### src/rtl/phc_pkg.sv
// phc_pkg: types and constants for the pipeline hazard cycle counter
// no dependencies; used by every module of the block
`default_nettype none

package phc_pkg;

  localparam logic [2:0] FMT_R  = 3'd0;
  localparam logic [2:0] FMT_I  = 3'd1;
  localparam logic [2:0] FMT_CB = 3'd4;

  localparam logic [4:0]  ZERO_REG       = 5'd31;
  localparam logic [2:0]  BRANCH_PENALTY = 3'd3;
  localparam logic [31:0] FILL_CYCLES    = 32'd4;

  localparam int QUEUE_DEPTH = 2;
  localparam int QPTR_W      = $clog2(QUEUE_DEPTH);
  localparam int QCNT_W      = $clog2(QUEUE_DEPTH + 1);

  typedef struct packed {
    logic [2:0] format_class;
    logic       is_load;
    logic [4:0] dest_reg;
    logic [4:0] src_reg_n;
    logic [4:0] src_reg_m;
  } item_t;

  typedef struct packed {
    logic [31:0] unpipelined_cycles;
    logic [31:0] pipelined_cycles;
    logic [31:0] bypass_cycles;
    logic [31:0] data_hazard_count;
    logic [31:0] control_hazard_count;
  } result_t;

  // per-instruction counter increments, worked out by the front end
  typedef struct packed {
    logic [2:0] stall_inc;
    logic [2:0] fwd_inc;
    logic [1:0] hazard_inc;
    logic       branch;
  } incr_t;

endpackage

`default_nettype wire

### src/rtl/phc_front.sv
// phc_front: accepts instructions, keeps the EX/MEM history, computes increments
// depends on phc_pkg
`default_nettype none

module phc_front (
  input  wire logic           clk,
  input  wire logic           rst,
  input  wire logic           item_valid,
  output logic                item_ready,
  input  wire phc_pkg::item_t item,
  input  wire logic           q_full,
  output logic                q_push,
  output phc_pkg::incr_t      q_data
);
  import phc_pkg::*;

  logic       ex_writes, ex_load, mem_writes;
  logic [4:0] ex_dest, mem_dest;
  logic       ex_hit, mem_hit, is_cb, new_writes;

  assign item_ready = !q_full;
  assign q_push     = item_valid && item_ready;

  always_comb begin
    ex_hit  = ex_writes && (ex_dest != ZERO_REG) &&
              ((ex_dest == item.src_reg_n) || (ex_dest == item.src_reg_m));
    mem_hit = mem_writes && (mem_dest != ZERO_REG) &&
              ((mem_dest == item.src_reg_n) || (mem_dest == item.src_reg_m));
    is_cb   = (item.format_class == FMT_CB);
    new_writes = (item.format_class == FMT_R) || (item.format_class == FMT_I) ||
                 item.is_load;
    // ex hit costs two stalls, mem hit one; a load in ex costs one with forwarding
    q_data.stall_inc  = {1'b0, ex_hit, 1'b0} + {2'b0, mem_hit} +
                        (is_cb ? BRANCH_PENALTY : 3'd0) + 3'd1;
    q_data.fwd_inc    = {2'b0, ex_hit && ex_load} +
                        (is_cb ? BRANCH_PENALTY : 3'd0) + 3'd1;
    q_data.hazard_inc = {1'b0, ex_hit} + {1'b0, mem_hit};
    q_data.branch     = is_cb;
  end

  // mem_load is never needed: a load in mem adds nothing to the forwarded count
  always_ff @(posedge clk) begin
    if (rst) begin
      ex_writes  <= 1'b0;
      ex_load    <= 1'b0;
      ex_dest    <= '0;
      mem_writes <= 1'b0;
      mem_dest   <= '0;
    end else if (q_push) begin
      mem_writes <= ex_writes;
      mem_dest   <= ex_dest;
      ex_writes  <= new_writes;
      ex_load    <= item.is_load;
      ex_dest    <= item.dest_reg;
    end
  end

endmodule

`default_nettype wire

### src/rtl/phc_queue.sv
// phc_queue: short queue of increment records between front and back ends
// depends on phc_pkg
`default_nettype none

module phc_queue (
  input  wire logic           clk,
  input  wire logic           rst,
  input  wire logic           push,
  input  wire phc_pkg::incr_t push_data,
  output logic                full,
  input  wire logic           pop,
  output logic                not_empty,
  output phc_pkg::incr_t      pop_data
);
  import phc_pkg::*;

  incr_t             slots [QUEUE_DEPTH];
  logic [QPTR_W-1:0] wr_ptr, rd_ptr;
  logic [QCNT_W-1:0] count;

  assign full      = (count == QCNT_W'(QUEUE_DEPTH));
  assign not_empty = (count != '0);
  assign pop_data  = slots[rd_ptr];

  always_ff @(posedge clk) begin
    if (push) begin
      slots[wr_ptr] <= push_data;
    end
  end

  always_ff @(posedge clk) begin
    if (rst) begin
      wr_ptr <= '0;
      rd_ptr <= '0;
      count  <= '0;
    end else begin
      if (push) begin
        wr_ptr <= (wr_ptr == QPTR_W'(QUEUE_DEPTH - 1)) ? '0 : wr_ptr + 1'b1;
      end
      if (pop) begin
        rd_ptr <= (rd_ptr == QPTR_W'(QUEUE_DEPTH - 1)) ? '0 : rd_ptr + 1'b1;
      end
      if (push && !pop) begin
        count <= count + 1'b1;
      end else if (pop && !push) begin
        count <= count - 1'b1;
      end
    end
  end

`ifndef NO_ASSERTIONS
  a_no_overflow: assert property (@(posedge clk) disable iff (rst)
    !(push && full && !pop))
    else $error("queue push while full");
  a_no_underflow: assert property (@(posedge clk) disable iff (rst)
    pop |-> not_empty)
    else $error("queue pop while empty");
`endif

endmodule

`default_nettype wire

### src/rtl/phc_back.sv
// phc_back: applies queued increments to the five counters, holds the result
// depends on phc_pkg
`default_nettype none

module phc_back (
  input  wire logic           clk,
  input  wire logic           rst,
  input  wire logic           q_not_empty,
  input  wire phc_pkg::incr_t q_data,
  output logic                q_pop,
  output logic                result_valid,
  input  wire logic           result_ready,
  output phc_pkg::result_t    result
);
  import phc_pkg::*;

  logic [31:0] plain_count, stall_count, forward_count, data_hazards, branch_hazards;

  // counters only move on a pop, so they double as the output register
  assign q_pop = q_not_empty && (!result_valid || result_ready);

  assign result.unpipelined_cycles   = plain_count;
  assign result.pipelined_cycles     = stall_count;
  assign result.bypass_cycles        = forward_count;
  assign result.data_hazard_count    = data_hazards;
  assign result.control_hazard_count = branch_hazards;

  always_ff @(posedge clk) begin
    if (rst) begin
      result_valid   <= 1'b0;
      plain_count    <= '0;
      stall_count    <= FILL_CYCLES;
      forward_count  <= FILL_CYCLES;
      data_hazards   <= '0;
      branch_hazards <= '0;
    end else begin
      if (q_pop) begin
        result_valid   <= 1'b1;
        plain_count    <= plain_count + 32'd1;
        stall_count    <= stall_count + {29'b0, q_data.stall_inc};
        forward_count  <= forward_count + {29'b0, q_data.fwd_inc};
        data_hazards   <= data_hazards + {30'b0, q_data.hazard_inc};
        branch_hazards <= branch_hazards + {31'b0, q_data.branch};
      end else if (result_ready) begin
        result_valid <= 1'b0;
      end
    end
  end

`ifndef NO_ASSERTIONS
  a_pop_gives_result: assert property (@(posedge clk) disable iff (rst)
    q_pop |=> result_valid)
    else $error("pop did not produce a result");
  a_plain_steps: assert property (@(posedge clk) disable iff (rst)
    q_pop |=> (plain_count == $past(plain_count) + 32'd1))
    else $error("instruction count did not advance by one");
  a_hold_no_pop: assert property (@(posedge clk) disable iff (rst)
    !q_pop |=> $stable(stall_count) && $stable(forward_count))
    else $error("cycle counters moved without a pop");
`endif

endmodule

`default_nettype wire

### src/rtl/pipeline_hazard_cycle_counter.sv
// pipeline_hazard_cycle_counter: top level, front end + queue + counter back end
// depends on phc_pkg, phc_front, phc_queue, phc_back
//
//   channel | signals                            | payload
//   --------+------------------------------------+------------------
//   request | item_valid / item_ready / item     | phc_pkg::item_t
//   result  | result_valid / result_ready/result | phc_pkg::result_t
//
// one instruction per cycle sustained unless the queue is full; when the queue is empty,
// an accepted instruction passes the queue write and then the counter register
// the 2-entry queue lets the front keep accepting while a result waits
// synchronous reset clears history and queue, sets counters to start values; no clearing pass
`default_nettype none

module pipeline_hazard_cycle_counter (
  input  wire logic             clk,
  input  wire logic             rst,
  input  wire logic             item_valid,
  output logic                  item_ready,
  input  wire phc_pkg::item_t   item,
  output logic                  result_valid,
  input  wire logic             result_ready,
  output phc_pkg::result_t      result
);
  import phc_pkg::*;

  logic  q_push, q_full, q_pop, q_not_empty;
  incr_t push_data, pop_data;

  phc_front u_front (
    .clk        (clk),
    .rst        (rst),
    .item_valid (item_valid),
    .item_ready (item_ready),
    .item       (item),
    .q_full     (q_full),
    .q_push     (q_push),
    .q_data     (push_data)
  );

  phc_queue u_queue (
    .clk       (clk),
    .rst       (rst),
    .push      (q_push),
    .push_data (push_data),
    .full      (q_full),
    .pop       (q_pop),
    .not_empty (q_not_empty),
    .pop_data  (pop_data)
  );

  phc_back u_back (
    .clk          (clk),
    .rst          (rst),
    .q_not_empty  (q_not_empty),
    .q_data       (pop_data),
    .q_pop        (q_pop),
    .result_valid (result_valid),
    .result_ready (result_ready),
    .result       (result)
  );

endmodule

`default_nettype wire
### config.mk
export PLATFORM = sky130hd
export DESIGN_NAME = pipeline_hazard_cycle_counter
export DESIGN_NICKNAME = d
export VERILOG_FILES = /design/src/rtl/phc_pkg.sv /design/src/rtl/phc_front.sv /design/src/rtl/phc_queue.sv /design/src/rtl/phc_back.sv /design/src/rtl/pipeline_hazard_cycle_counter.sv
export SDC_FILE = /design/constraint.sdc
export NUM_CORES = 1
export LEC_CHECK = 0
export BUFFER_PORTS_ARGS = -buffer_cell sky130_fd_sc_hd__buf_4
export CAP_MARGIN = 20
export CORE_ASPECT_RATIO = 1.25
export CORE_UTILIZATION = 30
export DETAILED_ROUTE_END_ITERATION = 6
export GPL_TIMING_DRIVEN = 0
export SLEW_MARGIN = 0
export SYNTH_ARGS = -nofsm -noshare
export SYNTH_HDL_FRONTEND = slang
export SYNTH_SLANG_ARGS = --single-unit
### constraint.sdc
create_clock -name clk -period 3.4 [get_ports clk]
set_input_delay 0.34 -clock clk [delete_from_list [all_inputs] [get_ports clk]]
set_output_delay 0.34 -clock clk [all_outputs]
set_load 0.05 [all_outputs]
==> summary.txt <==
design area: 11600 um2
Global Route Usage Sum: 16.3%
asr flop ratio synth: 0%
CP required: 3.71 ns
final antenna-violating net count: 0
Post-Synthesis Cell Area: 9160 um2
HPWL Detailed: 18400 um
Reg2Reg Setup Slack: 0.24 ns
die height: 197 um
post-synthesis cell count: 1028
area of the core: 30000 um2
mux contribution to synthesized area: 1.08%
die area: 31200 um2
hold crit path type: primary input to flip-flop
Mean Syn Cell Area: 8.91 um2
pwr/cell area: 518 nW/um2
WHS: 0.158 ns
critical path class: flip-flop to flip-flop
CTS sink cnt: 197
synthesis-to-finish area growth: 26.7%
Yosys Warn Count: 0
crit path to: u_back.forward_count[29]
post-cts repair resize count: 0
wire per inst: 15.2 um
# IOs: 185
first-pass GRT wire length: 39800 um
Hold Vio Cnt, Final: 0
number of flops mapped to enable cells by yosys: 18
peak supply drop: 334 uV
routed wire length: 25000 um
post-synthesis sequential area ratio: 45.0%
Final setup viols: 0
Min-Delay Startpoint: item[13]
CTS clk-pin slew, worst paths: 0.07 ns
DRC viols: 0
# hold bufs at CTS: 0
ys flop type: dfxtp_1
crit path capture type: flip-flop
later-pin clock latency in the skew report: 0.43 ns
Final Power: 6.01 mW
DP Area: 11000 um2
Clock Tree Buf Depth: 2
adder-cell share of the synthesized area: 2.92%
H-tree depth reported by CTS: 4
fin crit share: 92.9%
syn_nets: 1070
GRT overflow: 0
Clock Root Buffer: clkbuf_16
crit path DAT: 3.47 ns
setup tns final: 0 ns
number of cell rows: 71
fin nets: 1272
R2R Path End: u_back.forward_count[29]
Synth Register Bits: 197
Yosys cell types: 55
Starting DRT DRC Count: 401
worst slew pin tran: 0.833 ns
share of cells above drive strength 1: 19.1%
fin crit period: 3.16 ns
vias in the first global route: 7579
largest net degree at the start of global routing: 19
Peak Freq: 0.316 GHz
final cell utilization of the core: 38.6%
Synth Area in Simple Gates: 28.2%
clock skew: 0.00841 ns
# fillers: 3122
Initial Utilization: 30.5%
MaxCap Viol Count: 0
Die Span X: 158 um
largest family of logic cells by synthesized area: simple AND/OR/NAND/NOR gates
Worst slew margin: 44.4%
vias: 7929
unrepaired setup endpoints after global routing: false
CTS tree: done
DRT Pass-1 Iters: 6
Worst Reg-to-Reg Cells: 10
Post-CTS Setup Bufs: 0
Worst Setup Start Kind: flip-flop
Port Buf Inserts: 183
status: finished clean
max-slew violations: 0
Leak Pwr: 4.42 nW
Final Wtd Congestion: 0.821
complex-gate fraction of the synthesized area: 4.92%
post-synthesis xor/xnor area fraction: 14.8%
initial antenna violation count: 1
crit path max fanout: 10
TritonCTS buffer count: 17
Via density: 4.82
==> per-stage QoR <==
step	std cells	setup slack [ns]
after CTS	1644	0.186
after global routing	1645	0.00540
final	1645	0.240
after detailed placement	1612	0.197
after floorplan	1028	0.815
after global placement	1612	0.173
==> cell usage in the layout (no fill, tap or decap), drive strengths merged, types with 32 or more instances in the layout <==
cell / synthesis / routed
nor4: 33 / 33
a21oi: 42 / 42
dfxtp: 179 / 179
nand4: 48 / 48
nor3: 32 / 32
xor2: 78 / 78
buf: 6 / 189
inv: 25 / 32
nor2: 149 / 149
xnor2: 77 / 77
nand3: 54 / 54
clkbuf: 39 / 56
nand2: 87 / 87
==> synthesized netlist by cell type, types with 2 or more instances <==
master	n	area (um2)
a211o_1	3	26.3
a211oi_1	2	15.0
a21o_1	3	22.5
a21oi_1	42	210
and2_1	11	68.8
and3_1	29	181
and4_1	21	184
buf_2	4	20.0
clkbuf_1	39	146
dfxtp_1	179	3580
edfxtp_1	18	541
fa_1	4	80.1
ha_1	15	188
inv_1	25	93.8
mux2_2	7	78.8
mux2i_1	2	20.0
nand2_1	87	327
nand2b_1	2	12.5
nand3_1	54	270
nand4_1	46	288
nor2_1	148	556
nor2b_1	3	18.8
nor3_1	31	155
nor3b_1	3	22.5
nor4_1	29	181
nor4_2	3	37.5
nor4b_1	2	17.5
o211ai_1	2	15.0
o21ai_0	17	85.1
or3_1	19	119
xnor2_1	77	674
xor2_1	78	683
==> critical path: stages, from the launching register on <==
cell and delay [ns]:
dfxtp_1 0.31, clkbuf_1 0.43, mux2i_1 0.34, inv_1 0.08
ha_1 0.28, a21o_1 0.20, a21oi_1 0.51, clkbuf_1 0.51
nor4_1 0.16, xnor2_1 0.17, nor2_1 0.05
==> report_power, final <==
group          internal [mW]  switching (mW)  total (mW)
registers               2.49           0.130        2.62
clock network           1.03           0.971        2.00
logic                  0.432           0.955        1.39
==> cell families after synthesis <==
family / Yosys count
buffers and inverters: 71
adder cells (fa/ha/maj): 19
XOR/XNOR: 155
AND/OR/NAND/NOR: 500
flip-flops: 197
AO/OA/AOI/OAI: 77
multiplexers: 9
==> flip-flops by register name (all words and copies together) (netlist names), 2 cells and up, named ones only <==
register and cells:
u_queue.count 2, u_back.branch_hazards 32, u_back.forward_count 32, u_back.data_hazards 32, u_queue.slots 18, u_back.stall_count 32, u_back.plain_count 32, u_front.ex_dest 5
u_front.mem_dest 5
==> area by class of cell <==
type	instances	area, um2	share of cell area [%]
buffer	45	181	1.56
sequential	197	4120	35.5
inverter	26	97.6	0.841
clock buffer	17	425	3.67
clock inverter	15	145	1.25
tap	401	502	4.32
antenna	1	2.50	0.0216
multi-input combinational	760	4750	41.0
timing repair buffer	183	1370	11.8
==> how the worst min path moves through the flow <==
stage / endpoint / slack, ns / depth (start not counted)
floorplan: u_front.ex_load / 0.43 / 2
global placement: u_front.ex_load / 0.45 / 2
detailed placement: u_front.ex_load / 0.45 / 2
CTS: u_front.ex_dest[3] / 0.13 / 3
global route: u_front.ex_dest[0] / 0.14 / 3
finish: u_front.ex_dest[3] / 0.16 / 3
==> routing by layer <==
metal	GRT usage (%)	share of wire (%)
met1	19.7	44
met2	27.9	49
met3	3.86	5.3
met4	5.48	1.8
met5	0	0
No activity file was read; power rests on OpenSTA's default activity.
